==> config.mk <==
export PLATFORM = sky130hd
export DESIGN_NAME = microwire_eeprom_master_core_flat
export DESIGN_NICKNAME = d
export VERILOG_FILES = /design/src/hdl/mwem_pkg.sv /design/src/hdl/mwem_in_if.sv /design/src/hdl/mwem_out_if.sv /design/src/hdl/mwem_regs.sv /design/src/hdl/mwem_seq.sv /design/src/hdl/mwem_out_buf.sv /design/src/hdl/microwire_eeprom_master_core.sv /design/src/flat_wrapper.sv
export SDC_FILE = /design/constraint.sdc
export NUM_CORES = 1
export LEC_CHECK = 0
export ABC_AREA = 1
export BUFFER_PORTS_ARGS = -buffer_cell sky130_fd_sc_hd__buf_2
export CAP_MARGIN = 20
export CORE_ASPECT_RATIO = 1.25
export CORE_MARGIN = 2
export CORE_UTILIZATION = 44
export DETAILED_ROUTE_END_ITERATION = 12
export GPL_TIMING_DRIVEN = 1
export PLACE_DENSITY = 0.67
export SETUP_SLACK_MARGIN = 0.5
export SYNTH_ARGS = -nofsm -noshare
export SYNTH_HDL_FRONTEND = slang
export SYNTH_SLANG_ARGS = --single-unit
==> constraint.sdc <==
create_clock -name clk -period 2.7 [get_ports clk]
set_input_delay 0 -clock clk [delete_from_list [all_inputs] [get_ports clk]]
set_output_delay 0 -clock clk [all_outputs]
set_load 0.01 [all_outputs]
==> src/hdl/mwem_pkg.sv <==
// ----------------------------------------------------------------------------
// mwem_pkg
// Shared types, codes and constants of the microwire EEPROM master.
// ----------------------------------------------------------------------------
package mwem_pkg;

  // default sizes, handed to the top level parameters
  localparam int MAX_ADDRESS_BITS_DEF = 10;
  localparam int WORD_BITS_DEF        = 16;

  // fixed field widths
  localparam int ADDR_W     = 10;
  localparam int DATA_W     = 16;
  localparam int MODE_W     = 3;
  localparam int CFG_AB_W   = 4;
  localparam int WAIT_W     = 16;
  localparam int CFG_ADDR_W = 4;
  localparam int CFG_DATA_W = 32;

  // command modes
  localparam logic [MODE_W-1:0] MODE_READ      = 3'd0;
  localparam logic [MODE_W-1:0] MODE_WRITE     = 3'd1;
  localparam logic [MODE_W-1:0] MODE_WREN      = 3'd2;
  localparam logic [MODE_W-1:0] MODE_WRDIS     = 3'd3;
  localparam logic [MODE_W-1:0] MODE_READ_NEXT = 3'd4;

  // opcodes sent after the start bit
  localparam logic [1:0] OP_READ  = 2'b10;
  localparam logic [1:0] OP_WRITE = 2'b01;
  localparam logic [1:0] OP_CTRL  = 2'b00;

  // register indexes (paddr[3:2])
  localparam logic [1:0] REG_ADDRESS_BITS = 2'd0;
  localparam logic [1:0] REG_PROGRAM_WAIT = 2'd1;
  localparam logic [1:0] REG_ENABLE_WAIT  = 2'd2;

  // register reset values
  localparam logic [CFG_AB_W-1:0] RST_ADDRESS_BITS = 4'd10;
  localparam logic [WAIT_W-1:0]   RST_PROGRAM_WAIT = 16'd25;
  localparam logic [WAIT_W-1:0]   RST_ENABLE_WAIT  = 16'd10;

  typedef struct packed {
    logic [CFG_AB_W-1:0] address_bits;
    logic [WAIT_W-1:0]   program_wait_slots;
    logic [WAIT_W-1:0]   enable_wait_slots;
  } cfg_t;

  typedef struct packed {
    logic              start_req;
    logic [MODE_W-1:0] mode;
    logic [ADDR_W-1:0] address;
    logic [DATA_W-1:0] write_data;
    logic              keep_selected;
    logic              serial_in;
  } in_item_t;

  typedef struct packed {
    logic              chip_select;
    logic              serial_clock;
    logic              serial_out;
    logic              read_valid;
    logic [DATA_W-1:0] read_word;
    logic              busy_res;
  } res_t;

endpackage

==> src/hdl/mwem_in_if.sv <==
// ----------------------------------------------------------------------------
// mwem_in_if
// Slot request channel: valid/ready plus one serial bit slot request.
// ----------------------------------------------------------------------------
interface mwem_in_if;
  logic                        valid;
  logic                        ready;
  logic                        start_req;
  logic [mwem_pkg::MODE_W-1:0] mode;
  logic [mwem_pkg::ADDR_W-1:0] address;
  logic [mwem_pkg::DATA_W-1:0] write_data;
  logic                        keep_selected;
  logic                        serial_in;

  modport source (
    output valid, start_req, mode, address, write_data, keep_selected, serial_in,
    input  ready
  );

  modport sink (
    input  valid, start_req, mode, address, write_data, keep_selected, serial_in,
    output ready
  );
endinterface

==> src/hdl/mwem_out_if.sv <==
// ----------------------------------------------------------------------------
// mwem_out_if
// Slot result channel: valid/ready plus pin levels and read data.
// ----------------------------------------------------------------------------
interface mwem_out_if;
  logic                        valid;
  logic                        ready;
  logic                        chip_select;
  logic                        serial_clock;
  logic                        serial_out;
  logic                        read_valid;
  logic [mwem_pkg::DATA_W-1:0] read_word;
  logic                        busy_res;

  modport source (
    output valid, chip_select, serial_clock, serial_out, read_valid, read_word, busy_res,
    input  ready
  );

  modport sink (
    input  valid, chip_select, serial_clock, serial_out, read_valid, read_word, busy_res,
    output ready
  );
endinterface

==> src/hdl/mwem_regs.sv <==
// ----------------------------------------------------------------------------
// mwem_regs
// APB-style configuration registers: address bits and the two wait lengths.
// ----------------------------------------------------------------------------
module mwem_regs (
  input  logic                            clk,
  input  logic                            rst_n,
  input  logic                            psel,
  input  logic                            penable,
  input  logic                            pwrite,
  input  logic [mwem_pkg::CFG_ADDR_W-1:0] paddr,
  input  logic [mwem_pkg::CFG_DATA_W-1:0] pwdata,
  output logic [mwem_pkg::CFG_DATA_W-1:0] prdata,
  output logic                            pready,
  output mwem_pkg::cfg_t                  cfg
);
  import mwem_pkg::*;

  cfg_t cfg_r;
  logic wr_en;

  assign pready = 1'b1;
  assign wr_en  = psel & penable & pwrite;
  assign cfg    = cfg_r;

  // register write at the access cycle
  always_ff @(posedge clk) begin
    if (!rst_n) begin
      cfg_r.address_bits       <= RST_ADDRESS_BITS;
      cfg_r.program_wait_slots <= RST_PROGRAM_WAIT;
      cfg_r.enable_wait_slots  <= RST_ENABLE_WAIT;
    end else if (wr_en) begin
      unique case (paddr[3:2])
        REG_ADDRESS_BITS: cfg_r.address_bits       <= pwdata[CFG_AB_W-1:0];
        REG_PROGRAM_WAIT: cfg_r.program_wait_slots <= pwdata[WAIT_W-1:0];
        REG_ENABLE_WAIT:  cfg_r.enable_wait_slots  <= pwdata[WAIT_W-1:0];
        default: ;
      endcase
    end
  end

  // read mux
  always_comb begin
    unique case (paddr[3:2])
      REG_ADDRESS_BITS: prdata = CFG_DATA_W'(cfg_r.address_bits);
      REG_PROGRAM_WAIT: prdata = CFG_DATA_W'(cfg_r.program_wait_slots);
      REG_ENABLE_WAIT:  prdata = CFG_DATA_W'(cfg_r.enable_wait_slots);
      default:          prdata = '0;
    endcase
  end

endmodule

==> src/hdl/mwem_seq.sv <==
// ----------------------------------------------------------------------------
// mwem_seq
// Slot sequencer: command framing, data shift, read sampling and waits.
// ----------------------------------------------------------------------------
module mwem_seq #(
  parameter int MAX_ADDRESS_BITS = mwem_pkg::MAX_ADDRESS_BITS_DEF,
  parameter int WORD_BITS        = mwem_pkg::WORD_BITS_DEF
) (
  input  logic               clk,
  input  logic               rst_n,
  input  logic               fire,
  input  mwem_pkg::in_item_t item,
  input  mwem_pkg::cfg_t     cfg,
  output mwem_pkg::res_t     res
);
  import mwem_pkg::*;

  localparam int SHW = 3 + MAX_ADDRESS_BITS + WORD_BITS;
  localparam int BCW = $clog2(SHW + 1);
  localparam int ABW = $clog2(MAX_ADDRESS_BITS + 1);
  localparam int AXW = (MAX_ADDRESS_BITS > ADDR_W) ? MAX_ADDRESS_BITS : ADDR_W;

  typedef enum logic [7:0] {
    PH_IDLE      = 8'b0000_0001,
    PH_SEND      = 8'b0000_0010,
    PH_READ      = 8'b0000_0100,
    PH_CTRL_DROP = 8'b0000_1000,
    PH_SETTLE    = 8'b0001_0000,
    PH_WR_DROP   = 8'b0010_0000,
    PH_PROG      = 8'b0100_0000,
    PH_HELD      = 8'b1000_0000
  } phase_t;

  phase_t               phase_r, phase_nxt;
  logic [BCW-1:0]       bit_count_r, bit_count_nxt;
  logic [SHW-1:0]       out_shift_r, out_shift_nxt;
  logic [WORD_BITS-1:0] in_shift_r, in_shift_nxt;
  logic [MODE_W-1:0]    latched_mode_r, latched_mode_nxt;
  logic                 held_select_r, held_select_nxt;
  logic [WAIT_W-1:0]    wait_count_r, wait_count_nxt;

  logic [ABW-1:0]              ab;
  logic [MAX_ADDRESS_BITS-1:0] amask;
  logic [AXW-1:0]              addr_ext;
  logic [MAX_ADDRESS_BITS-1:0] a_sel;
  logic [1:0]                  op;
  logic [SHW-1:0]              v_cmd;
  logic [BCW-1:0]              n_cmd;
  logic [SHW-1:0]              cmd_aligned;
  logic [BCW-1:0]              bc_dec;
  logic [WAIT_W-1:0]           wait_dec;
  logic [WORD_BITS-1:0]        in_cat;
  logic                        req_cmd;

  // command word for an accepted request, left aligned in the shifter
  always_comb begin
    if (cfg.address_bits > CFG_AB_W'(MAX_ADDRESS_BITS)) begin
      ab = ABW'(MAX_ADDRESS_BITS);
    end else begin
      ab = ABW'(cfg.address_bits);
    end
    amask    = MAX_ADDRESS_BITS'((32'd1 << ab) - 32'd1);
    addr_ext = AXW'(item.address);
    case (item.mode)
      MODE_READ: begin
        op    = OP_READ;
        a_sel = addr_ext[MAX_ADDRESS_BITS-1:0] & amask;
      end
      MODE_WRITE: begin
        op    = OP_WRITE;
        a_sel = addr_ext[MAX_ADDRESS_BITS-1:0] & amask;
      end
      MODE_WREN: begin
        op    = OP_CTRL;
        a_sel = amask;
      end
      default: begin
        op    = OP_CTRL;
        a_sel = '0;
      end
    endcase
    v_cmd = (SHW'({1'b1, op}) << ab) | SHW'(a_sel);
    n_cmd = BCW'(3) + BCW'(ab);
    if (item.mode == MODE_WRITE) begin
      v_cmd = (v_cmd << WORD_BITS) | SHW'(item.write_data[WORD_BITS-1:0]);
      n_cmd = n_cmd + BCW'(WORD_BITS);
    end
    cmd_aligned = v_cmd << (BCW'(SHW) - n_cmd);
  end

  // shared counter and shift helpers
  assign bc_dec   = (bit_count_r != '0) ? bit_count_r - BCW'(1) : '0;
  assign wait_dec = wait_count_r - WAIT_W'(1);
  assign in_cat   = {in_shift_r[WORD_BITS-2:0], item.serial_in};
  assign req_cmd  = item.start_req && (item.mode <= MODE_WRDIS);

  // next state and slot result
  always_comb begin
    phase_nxt        = phase_r;
    bit_count_nxt    = bit_count_r;
    out_shift_nxt    = out_shift_r;
    in_shift_nxt     = in_shift_r;
    latched_mode_nxt = latched_mode_r;
    held_select_nxt  = held_select_r;
    wait_count_nxt   = wait_count_r;
    res              = '0;

    unique case (phase_r)
      PH_IDLE: begin
        if (req_cmd) begin
          res.chip_select  = 1'b1;
          res.serial_clock = 1'b1;
          res.busy_res     = 1'b1;
          out_shift_nxt    = cmd_aligned;
          bit_count_nxt    = n_cmd;
          latched_mode_nxt = item.mode;
          held_select_nxt  = (item.mode == MODE_READ) && item.keep_selected;
          phase_nxt        = PH_SEND;
        end
      end
      PH_SEND: begin
        res.chip_select  = 1'b1;
        res.serial_clock = 1'b1;
        res.busy_res     = 1'b1;
        res.serial_out   = out_shift_r[SHW-1];
        out_shift_nxt    = out_shift_r << 1;
        bit_count_nxt    = bc_dec;
        if (bc_dec == '0) begin
          if (latched_mode_r == MODE_READ) begin
            phase_nxt     = PH_READ;
            bit_count_nxt = BCW'(WORD_BITS);
            in_shift_nxt  = '0;
          end else if (latched_mode_r == MODE_WRITE) begin
            phase_nxt = PH_WR_DROP;
          end else begin
            phase_nxt = PH_CTRL_DROP;
          end
        end
      end
      PH_READ: begin
        res.chip_select  = 1'b1;
        res.serial_clock = 1'b1;
        res.busy_res     = 1'b1;
        in_shift_nxt     = in_cat;
        bit_count_nxt    = bc_dec;
        if (bc_dec == '0) begin
          res.read_valid = 1'b1;
          res.read_word  = DATA_W'(in_cat);
          phase_nxt      = held_select_r ? PH_HELD : PH_IDLE;
        end
      end
      PH_CTRL_DROP: begin
        res.serial_clock = 1'b1;
        res.busy_res     = 1'b1;
        wait_count_nxt   = cfg.enable_wait_slots;
        phase_nxt        = (cfg.enable_wait_slots != '0) ? PH_SETTLE : PH_IDLE;
      end
      PH_SETTLE: begin
        res.busy_res   = 1'b1;
        wait_count_nxt = wait_dec;
        if (wait_dec == '0) begin
          phase_nxt = PH_IDLE;
        end
      end
      PH_WR_DROP: begin
        res.busy_res   = 1'b1;
        wait_count_nxt = cfg.program_wait_slots;
        phase_nxt      = (cfg.program_wait_slots != '0) ? PH_PROG : PH_IDLE;
      end
      PH_PROG: begin
        res.chip_select = 1'b1;
        res.busy_res    = 1'b1;
        wait_count_nxt  = wait_dec;
        if (wait_dec == '0) begin
          phase_nxt = PH_IDLE;
        end
      end
      PH_HELD: begin
        if (item.start_req && (item.mode == MODE_READ_NEXT)) begin
          // first sampled bit lands in the request slot
          res.chip_select  = 1'b1;
          res.serial_clock = 1'b1;
          res.busy_res     = 1'b1;
          latched_mode_nxt = MODE_READ_NEXT;
          held_select_nxt  = item.keep_selected;
          in_shift_nxt     = WORD_BITS'(item.serial_in);
          bit_count_nxt    = BCW'(WORD_BITS - 1);
          phase_nxt        = PH_READ;
        end else if (req_cmd) begin
          // another command ends the hold and is dropped
          held_select_nxt = 1'b0;
          phase_nxt       = PH_IDLE;
        end else begin
          res.chip_select = 1'b1;
        end
      end
      default: begin
        phase_nxt = PH_IDLE;
      end
    endcase
  end

  // state registers, advanced once per transfer
  always_ff @(posedge clk) begin
    if (!rst_n) begin
      phase_r        <= PH_IDLE;
      bit_count_r    <= '0;
      latched_mode_r <= MODE_READ;
      held_select_r  <= 1'b0;
      wait_count_r   <= '0;
    end else if (fire) begin
      phase_r        <= phase_nxt;
      bit_count_r    <= bit_count_nxt;
      latched_mode_r <= latched_mode_nxt;
      held_select_r  <= held_select_nxt;
      wait_count_r   <= wait_count_nxt;
    end
  end

  // shift registers, no reset
  always_ff @(posedge clk) begin
    if (fire) begin
      out_shift_r <= out_shift_nxt;
      in_shift_r  <= in_shift_nxt;
    end
  end

`ifndef NO_ASSERTIONS
  // wait phases never sit on an expired count
  a_wait_live: assert property (@(posedge clk) disable iff (!rst_n)
    (phase_r == PH_SETTLE || phase_r == PH_PROG) |-> (wait_count_r != '0))
    else $error("wait phase with zero count");

  // read phase always has bits left to sample
  a_read_count: assert property (@(posedge clk) disable iff (!rst_n)
    (phase_r == PH_READ) |-> (bit_count_r != '0))
    else $error("read phase with zero bit count");

  // a completed word leaves the read phase
  a_read_exit: assert property (@(posedge clk) disable iff (!rst_n)
    (fire && res.read_valid) |=> (phase_r == PH_IDLE || phase_r == PH_HELD))
    else $error("read did not finish after last bit");

  // only reads may hold chip select
  a_held_mode: assert property (@(posedge clk) disable iff (!rst_n)
    (phase_r == PH_HELD) |->
      (latched_mode_r == MODE_READ || latched_mode_r == MODE_READ_NEXT))
    else $error("hold entered from a non-read command");
`endif

endmodule

==> src/hdl/mwem_out_buf.sv <==
// ----------------------------------------------------------------------------
// mwem_out_buf
// Two-entry result buffer: output register plus skid register.
// ----------------------------------------------------------------------------
module mwem_out_buf (
  input  logic           clk,
  input  logic           rst_n,
  input  logic           in_valid,
  input  mwem_pkg::res_t in_res,
  output logic           in_ready,
  output logic           out_valid,
  input  logic           out_ready,
  output mwem_pkg::res_t out_res
);
  import mwem_pkg::*;

  logic out_valid_r;
  logic skid_valid_r;
  res_t out_res_r;
  res_t skid_res_r;
  logic pop;

  assign in_ready  = !skid_valid_r;
  assign out_valid = out_valid_r;
  assign out_res   = out_res_r;
  assign pop       = out_valid_r && out_ready;

  // valid flags
  always_ff @(posedge clk) begin
    if (!rst_n) begin
      out_valid_r  <= 1'b0;
      skid_valid_r <= 1'b0;
    end else if (skid_valid_r) begin
      if (pop) begin
        skid_valid_r <= 1'b0;
      end
    end else if (in_valid) begin
      if (out_valid_r && !pop) begin
        skid_valid_r <= 1'b1;
      end
      out_valid_r <= 1'b1;
    end else if (pop) begin
      out_valid_r <= 1'b0;
    end
  end

  // payload
  always_ff @(posedge clk) begin
    if (skid_valid_r) begin
      if (pop) begin
        out_res_r <= skid_res_r;
      end
    end else if (in_valid) begin
      if (out_valid_r && !pop) begin
        skid_res_r <= in_res;
      end else begin
        out_res_r <= in_res;
      end
    end
  end

endmodule

==> src/hdl/microwire_eeprom_master_core.sv <==
// ----------------------------------------------------------------------------
// microwire_eeprom_master_core
// Microwire master for a word-organised serial EEPROM, one bit slot per transfer.
// ----------------------------------------------------------------------------
// a slot result is formed combinationally from its input transfer and registered in the result buffer
// throughput: one slot per cycle while the result buffer has room, set by the single-pass slot sequencer
// a two-entry result buffer keeps input transfers going for one stalled result
// reset: synchronous active-low rst_n; sequencer idle, registers at defaults
module microwire_eeprom_master_core #(
  parameter int MAX_ADDRESS_BITS = mwem_pkg::MAX_ADDRESS_BITS_DEF,
  parameter int WORD_BITS        = mwem_pkg::WORD_BITS_DEF
) (
  input  logic                            clk,
  input  logic                            rst_n,
  mwem_in_if.sink                         in_ch,
  mwem_out_if.source                      out_ch,
  input  logic                            cfg_psel,
  input  logic                            cfg_penable,
  input  logic                            cfg_pwrite,
  input  logic [mwem_pkg::CFG_ADDR_W-1:0] cfg_paddr,
  input  logic [mwem_pkg::CFG_DATA_W-1:0] cfg_pwdata,
  output logic [mwem_pkg::CFG_DATA_W-1:0] cfg_prdata,
  output logic                            cfg_pready
);
  import mwem_pkg::*;

  cfg_t     cfg;
  in_item_t item;
  res_t     slot_res;
  res_t     buf_res;
  logic     buf_ready;
  logic     fire;

  // input transfer
  assign item.start_req     = in_ch.start_req;
  assign item.mode          = in_ch.mode;
  assign item.address       = in_ch.address;
  assign item.write_data    = in_ch.write_data;
  assign item.keep_selected = in_ch.keep_selected;
  assign item.serial_in     = in_ch.serial_in;
  assign in_ch.ready        = buf_ready;
  assign fire               = in_ch.valid && buf_ready;

  mwem_regs u_regs (
    .clk     (clk),
    .rst_n   (rst_n),
    .psel    (cfg_psel),
    .penable (cfg_penable),
    .pwrite  (cfg_pwrite),
    .paddr   (cfg_paddr),
    .pwdata  (cfg_pwdata),
    .prdata  (cfg_prdata),
    .pready  (cfg_pready),
    .cfg     (cfg)
  );

  mwem_seq #(
    .MAX_ADDRESS_BITS (MAX_ADDRESS_BITS),
    .WORD_BITS        (WORD_BITS)
  ) u_seq (
    .clk   (clk),
    .rst_n (rst_n),
    .fire  (fire),
    .item  (item),
    .cfg   (cfg),
    .res   (slot_res)
  );

  mwem_out_buf u_out_buf (
    .clk       (clk),
    .rst_n     (rst_n),
    .in_valid  (fire),
    .in_res    (slot_res),
    .in_ready  (buf_ready),
    .out_valid (out_ch.valid),
    .out_ready (out_ch.ready),
    .out_res   (buf_res)
  );

  // result transfer
  assign out_ch.chip_select  = buf_res.chip_select;
  assign out_ch.serial_clock = buf_res.serial_clock;
  assign out_ch.serial_out   = buf_res.serial_out;
  assign out_ch.read_valid   = buf_res.read_valid;
  assign out_ch.read_word    = buf_res.read_word;
  assign out_ch.busy_res     = buf_res.busy_res;

endmodule

==> src/flat_wrapper.sv <==
// flat-port wrapper written by rule: the top's interface ports become plain ports
module microwire_eeprom_master_core_flat import mwem_pkg::*;
#(
  parameter int MAX_ADDRESS_BITS = mwem_pkg::MAX_ADDRESS_BITS_DEF,
  parameter int WORD_BITS        = mwem_pkg::WORD_BITS_DEF
)
  (clk, rst_n, cfg_psel, cfg_penable, cfg_pwrite, cfg_paddr, cfg_pwdata, cfg_prdata, cfg_pready, in_ch_valid, in_ch_start_req, in_ch_mode, in_ch_address, in_ch_write_data, in_ch_keep_selected, in_ch_serial_in, in_ch_ready, out_ch_valid, out_ch_chip_select, out_ch_serial_clock, out_ch_serial_out, out_ch_read_valid, out_ch_read_word, out_ch_busy_res, out_ch_ready);
  mwem_in_if in_ch_i ();
  mwem_out_if out_ch_i ();
  input  logic clk;
  input  logic rst_n;
  input  logic cfg_psel;
  input  logic cfg_penable;
  input  logic cfg_pwrite;
  input  logic [mwem_pkg::CFG_ADDR_W-1:0] cfg_paddr;
  input  logic [mwem_pkg::CFG_DATA_W-1:0] cfg_pwdata;
  output logic [mwem_pkg::CFG_DATA_W-1:0] cfg_prdata;
  output logic cfg_pready;
  input wire logic [$bits(in_ch_i.valid)-1:0] in_ch_valid;
  input wire logic [$bits(in_ch_i.start_req)-1:0] in_ch_start_req;
  input wire logic [$bits(in_ch_i.mode)-1:0] in_ch_mode;
  input wire logic [$bits(in_ch_i.address)-1:0] in_ch_address;
  input wire logic [$bits(in_ch_i.write_data)-1:0] in_ch_write_data;
  input wire logic [$bits(in_ch_i.keep_selected)-1:0] in_ch_keep_selected;
  input wire logic [$bits(in_ch_i.serial_in)-1:0] in_ch_serial_in;
  output wire logic [$bits(in_ch_i.ready)-1:0] in_ch_ready;
  output wire logic [$bits(out_ch_i.valid)-1:0] out_ch_valid;
  output wire logic [$bits(out_ch_i.chip_select)-1:0] out_ch_chip_select;
  output wire logic [$bits(out_ch_i.serial_clock)-1:0] out_ch_serial_clock;
  output wire logic [$bits(out_ch_i.serial_out)-1:0] out_ch_serial_out;
  output wire logic [$bits(out_ch_i.read_valid)-1:0] out_ch_read_valid;
  output wire logic [$bits(out_ch_i.read_word)-1:0] out_ch_read_word;
  output wire logic [$bits(out_ch_i.busy_res)-1:0] out_ch_busy_res;
  input wire logic [$bits(out_ch_i.ready)-1:0] out_ch_ready;
  assign in_ch_i.valid = in_ch_valid;
  assign in_ch_i.start_req = in_ch_start_req;
  assign in_ch_i.mode = in_ch_mode;
  assign in_ch_i.address = in_ch_address;
  assign in_ch_i.write_data = in_ch_write_data;
  assign in_ch_i.keep_selected = in_ch_keep_selected;
  assign in_ch_i.serial_in = in_ch_serial_in;
  assign in_ch_ready = in_ch_i.ready;
  assign out_ch_valid = out_ch_i.valid;
  assign out_ch_chip_select = out_ch_i.chip_select;
  assign out_ch_serial_clock = out_ch_i.serial_clock;
  assign out_ch_serial_out = out_ch_i.serial_out;
  assign out_ch_read_valid = out_ch_i.read_valid;
  assign out_ch_read_word = out_ch_i.read_word;
  assign out_ch_busy_res = out_ch_i.busy_res;
  assign out_ch_i.ready = out_ch_ready;
  microwire_eeprom_master_core #(.MAX_ADDRESS_BITS(MAX_ADDRESS_BITS), .WORD_BITS(WORD_BITS)) u_core (.clk(clk), .rst_n(rst_n), .in_ch(in_ch_i), .out_ch(out_ch_i), .cfg_psel(cfg_psel), .cfg_penable(cfg_penable), .cfg_pwrite(cfg_pwrite), .cfg_paddr(cfg_paddr), .cfg_pwdata(cfg_pwdata), .cfg_prdata(cfg_prdata), .cfg_pready(cfg_pready));
endmodule
==> metrics.md <==
| Metric | Value |
|---|---|
| Critical path startpoint category | flip-flop |
| CTS tree | yes |
| Reg2Reg Depth | 15 |
| Fmax | between 0.4 and 0.5 GHz |
| PD cells | 520 mW/mm^2 |
| Switching Share | 0.301 |
| Via count | 9586 |
| WL/cell | approximately 17 microns |
| Reg2reg setup slack | between 0.3 and 0.4 ns |
| Critical path class | flip-flop to flip-flop |
| RR Endpoint | u_core.u_seq.out_shift_r[26] |
| Skew final | about 0.015 ns |
| Clock network power share | 0.375 |
| Async set or reset register ratio after synthesis | 0 |
| Comb power frac | 0.215 |
| Tot Pwr | about 6.6 mW |
| Via/cell ratio | 5.54 |
| Vias in the first global route | ~8700 |
| Crit-path max FO | 5 |
| Inst Count DP | approximately 1600 |
| Max_cap viols | 0 |
| Maximum vdd drop | between 0.5 and 0.6 mV |
| FF-to-FF Start | u_core.u_regs.cfg[34] |
| Final Util | 0.607 |
| Synth-to-Final Area Change | 34.6% |
| Largest net degree at the start of global routing | 34 |
| # IOs | about 130 |
| Crit path to | u_core.u_seq.out_shift_r[26] |
| Clock Path Buffers | 2 |
| CP Capture Type | flip-flop |
| Hold slack | 0.0413 ns |
| Sink Count | 157 |
| Max Slew Vio Count | 0 |
| Chip height | roughly 170 microns |
| Number of port buffers | 95 |
| Part of the power in registers | 0.411 |
| Routed WL | roughly 29 mm |
| Arr. time, crit path | around 2.6 ns |
| Worst EP required | between 2 and 3 ns |
| Die area | between 0.02 and 0.025 sq mm |
| Mapped Cells | between 1000 and 1500 |
| HP Class | input pin to flip-flop |
| Routed Antenna Nets | 0 |
| Num CTS Buffers | 17 |
| RSZ-0062 raised after global routing | true |
| First-pass GRT wire length | roughly 44 mm |
| Outcome | complete, no violations |
| Design area | 0.0127 sq mm |
| Net Sw Power | about 2 mW |
| Standard-cell rows | 59 |
| CP startpoint | u_core.u_regs.cfg[34] |
| GRT overflow | 0 |
| H-Tree Depth | 4 |
| Slew headroom | 0.444 |
| Mapped Avg Cell Area | around 7.5 sq um |
| Setup_tns | 0 ns |
| Synth Cell Area | ~0.0095 sq mm |
| P_int | ~4.6 mW |
| Fin nets | 1522 |
| Seq/Total Area, Yosys | 0.424 |
| Slew @ Worst Pin | 0.834 ns |
| Yosys warns | 0 |
| Latest clock arrival within the worst-skew pair | between 0.4 and 0.5 ns |
| DR iter-0 viols | between 700 and 800 |
| Min Tclk post-route | 2.35 ns |
| Worst slack at placement | approximately 0.11 ns |
| Global Route Usage Sum | 0.242 |
| Leakage | between 5 and 6 nW |
| Final setup margin | approximately 0.35 ns |
| Die W | ~140 microns |
| CORE AREA | ~0.021 sq mm |
| Initial Util | 0.451 |
| Final hold violation count | 0 |
| N_diodes | 0 |
| CTS root buf | clkbuf_16 |
| Non-filler cells, final | roughly 1700 |
| DRC viols | 0 |
| Endpoints failing setup | 0 |
| EDFF count, synth | 86 |
| Synthesis-stage register bit count | 157 |
| DRT Pass-1 Iters | 5 |
| Fin crit share | 0.869 |
| Netlist cell types | 56 |
| Post-DP Area | between 0.01 and 0.015 sq mm |
| Initial antenna violation count | 0 |
| Ys flop type | edfxtp_1 |
| GPL Wtd Cong | 0.915 |
| Reg clk slew, reported paths | around 0.06 ns |
| Share of post-route cells with drive strength above 1 | 0.316 |
| Detailed Place HPWL | roughly 19 mm |
==> area by class of cell <==
type | count | area, sq um
Clock buffer | 18 | 450
Clock inverter | 14 | 156
Fill cell | 1836 | 8250
Inverter | 137 | 563
Multi-Input combinational cell | 908 | 5470
Sequential cell | 157 | 4020
Tap cell | 274 | 343
Timing Repair Buffer | 219 | 1700
Timing Repair inverter | 2 | 15.0
==> cell usage in the layout (no fill, tap or decap), types with 4 or more instances in the layout <==
master,instances
inv_1,108
nand2_2,19
nand4_1,21
inv_2,16
nor2_1,74
conb_1,17
dlygate4sd3_1,24
o22ai_1,27
dfxtp_1,62
buf_6,15
nor2_4,21
nor2_2,17
o221ai_1,4
o211ai_1,12
nor4_1,4
nand3_2,70
a211oi_1,7
xnor2_1,4
a21oi_2,5
nand2_4,9
buf_2,95
or2_2,12
o21ai_0,53
o21ai_1,12
xor2_1,11
buf_12,6
buf_4,73
nand3_1,124
a21oi_1,65
inv_4,10
edfxtp_1,86
nor3_1,7
inv_6,5
clkbuf_16,20
nand2_1,249
a31oi_1,9
dfxtp_2,6
nand3_4,11
==> registers in the layout (all words and copies together), names as in the netlist <==
signal and count:
u_core.u_out_buf.out_res 21, u_core.u_seq.out_shift_r 29, u_core.u_seq.bit_count_r 5, u_core.u_out_buf.skid_res_r 21, u_core.u_out_buf.skid_valid_r 1, u_core.u_seq.held_select_r 1, u_core.u_out_buf.out_valid 1, u_core.u_regs.cfg 36
u_core.u_seq.phase_r 8, u_core.u_seq.latched_mode_r 3, u_core.u_seq.wait_count_r 16, u_core.u_seq.in_shift_r 15
==> power groups by stage <==
stage	Clock [mW]	Combinational, mW	Sequential, mW
6_report	2.48	1.42	2.72
3_3_place_gp	0	1.02	2.76
5_1_grt	2.61	1.54	2.73
3_5_place_dp	0	1.03	2.76
4_1_cts	2.51	1.16	2.71
2_1_floorplan	0	0.740	2.76
==> routing by layer <==
layer	track usage	vias to the layer above	wire, microns
met1	0.317	4483	12100
met4	0.0842	0	791
li1	-	4656	-
met2	0.407	378	14300
met3	0.0346	69	1480
met5	0	-	0
==> cell families (layout without fill, tap and decap cells) <==
kind of cell | after synthesis | in the layout | synth area share
AO/OA/AOI/OAI | 214 | 215 | 0.133
XOR/XNOR | 17 | 17 | 0.0165
adder cells (fa/ha/maj) | 5 | 5 | 0.00662
buffers and inverters | 210 | 390 | 0.0972
flip-flops | 157 | 157 | 0.424
other | 2 | 17 | 0.000795
AND/OR/NAND/NOR | 653 | 654 | 0.322
==> critical path, stage by stage (launching register included) <==
cell and delay, ns:
dfxtp_4 0.37, nor2_4 0.17, nand2_4 0.10, nand3_4 0.11, inv_4 0.04, nor2_4 0.12
nor2_4 0.06, buf_6 0.12, ha_4 0.16, xor2_4 0.21, buf_6 0.17, inv_8 0.05
buf_6 0.12, nand2_1 0.11, nand3_1 0.11, a21oi_1 0.18
==> how the worst min path moves through the flow <==
stage / from / to / slack, ns / cells past startpoint
after floorplan: cfg_pwdata[1] / u_core.u_regs.cfg[33] / 0.13 / 2
after global routing: in_ch_start_req / u_core.u_seq.held_select_r / 0.07 / 5
after global placement: cfg_pwdata[4] / u_core.u_regs.cfg[20] / 0.24 / 3
after detailed placement: cfg_pwdata[4] / u_core.u_regs.cfg[20] / 0.24 / 3
final: in_ch_start_req / u_core.u_seq.held_select_r / 0.04 / 5
after CTS: in_ch_start_req / u_core.u_seq.held_select_r / 0.01 / 5
==> synth_stat cells, types with 11 or more instances <==
| cell | number | share of area |
|---|---|---|
| a21oi_1 | 68 | 0.036 |
| buf_2 | 19 | 0.010 |
| buf_4 | 20 | 0.016 |
| clkbuf_1 | 27 | 0.011 |
| dfxtp_1 | 71 | 0.15 |
| edfxtp_1 | 86 | 0.27 |
| inv_1 | 123 | 0.049 |
| inv_2 | 12 | 0.0048 |
| nand2_1 | 266 | 0.11 |
| nand3_1 | 187 | 0.099 |
| nand3_2 | 17 | 0.018 |
| nand4_1 | 21 | 0.014 |
| nor2_1 | 108 | 0.043 |
| nor3_1 | 11 | 0.0058 |
| o211ai_1 | 12 | 0.0095 |
| o21ai_0 | 58 | 0.031 |
| o22ai_1 | 27 | 0.018 |
| or2_2 | 12 | 0.0079 |
| xor2_1 | 12 | 0.011 |
==> what timing repair did <==
action	in CTS	in global routing
setup buffers	22	37
hold endpoints to repair	45	0
cloned	7	3
resized for setup	95	136
pin swaps	23	51
hold buffers	24	0
endpoints found under the setup margin	58	132
Note: power is estimated with default switching activity, not from simulation.
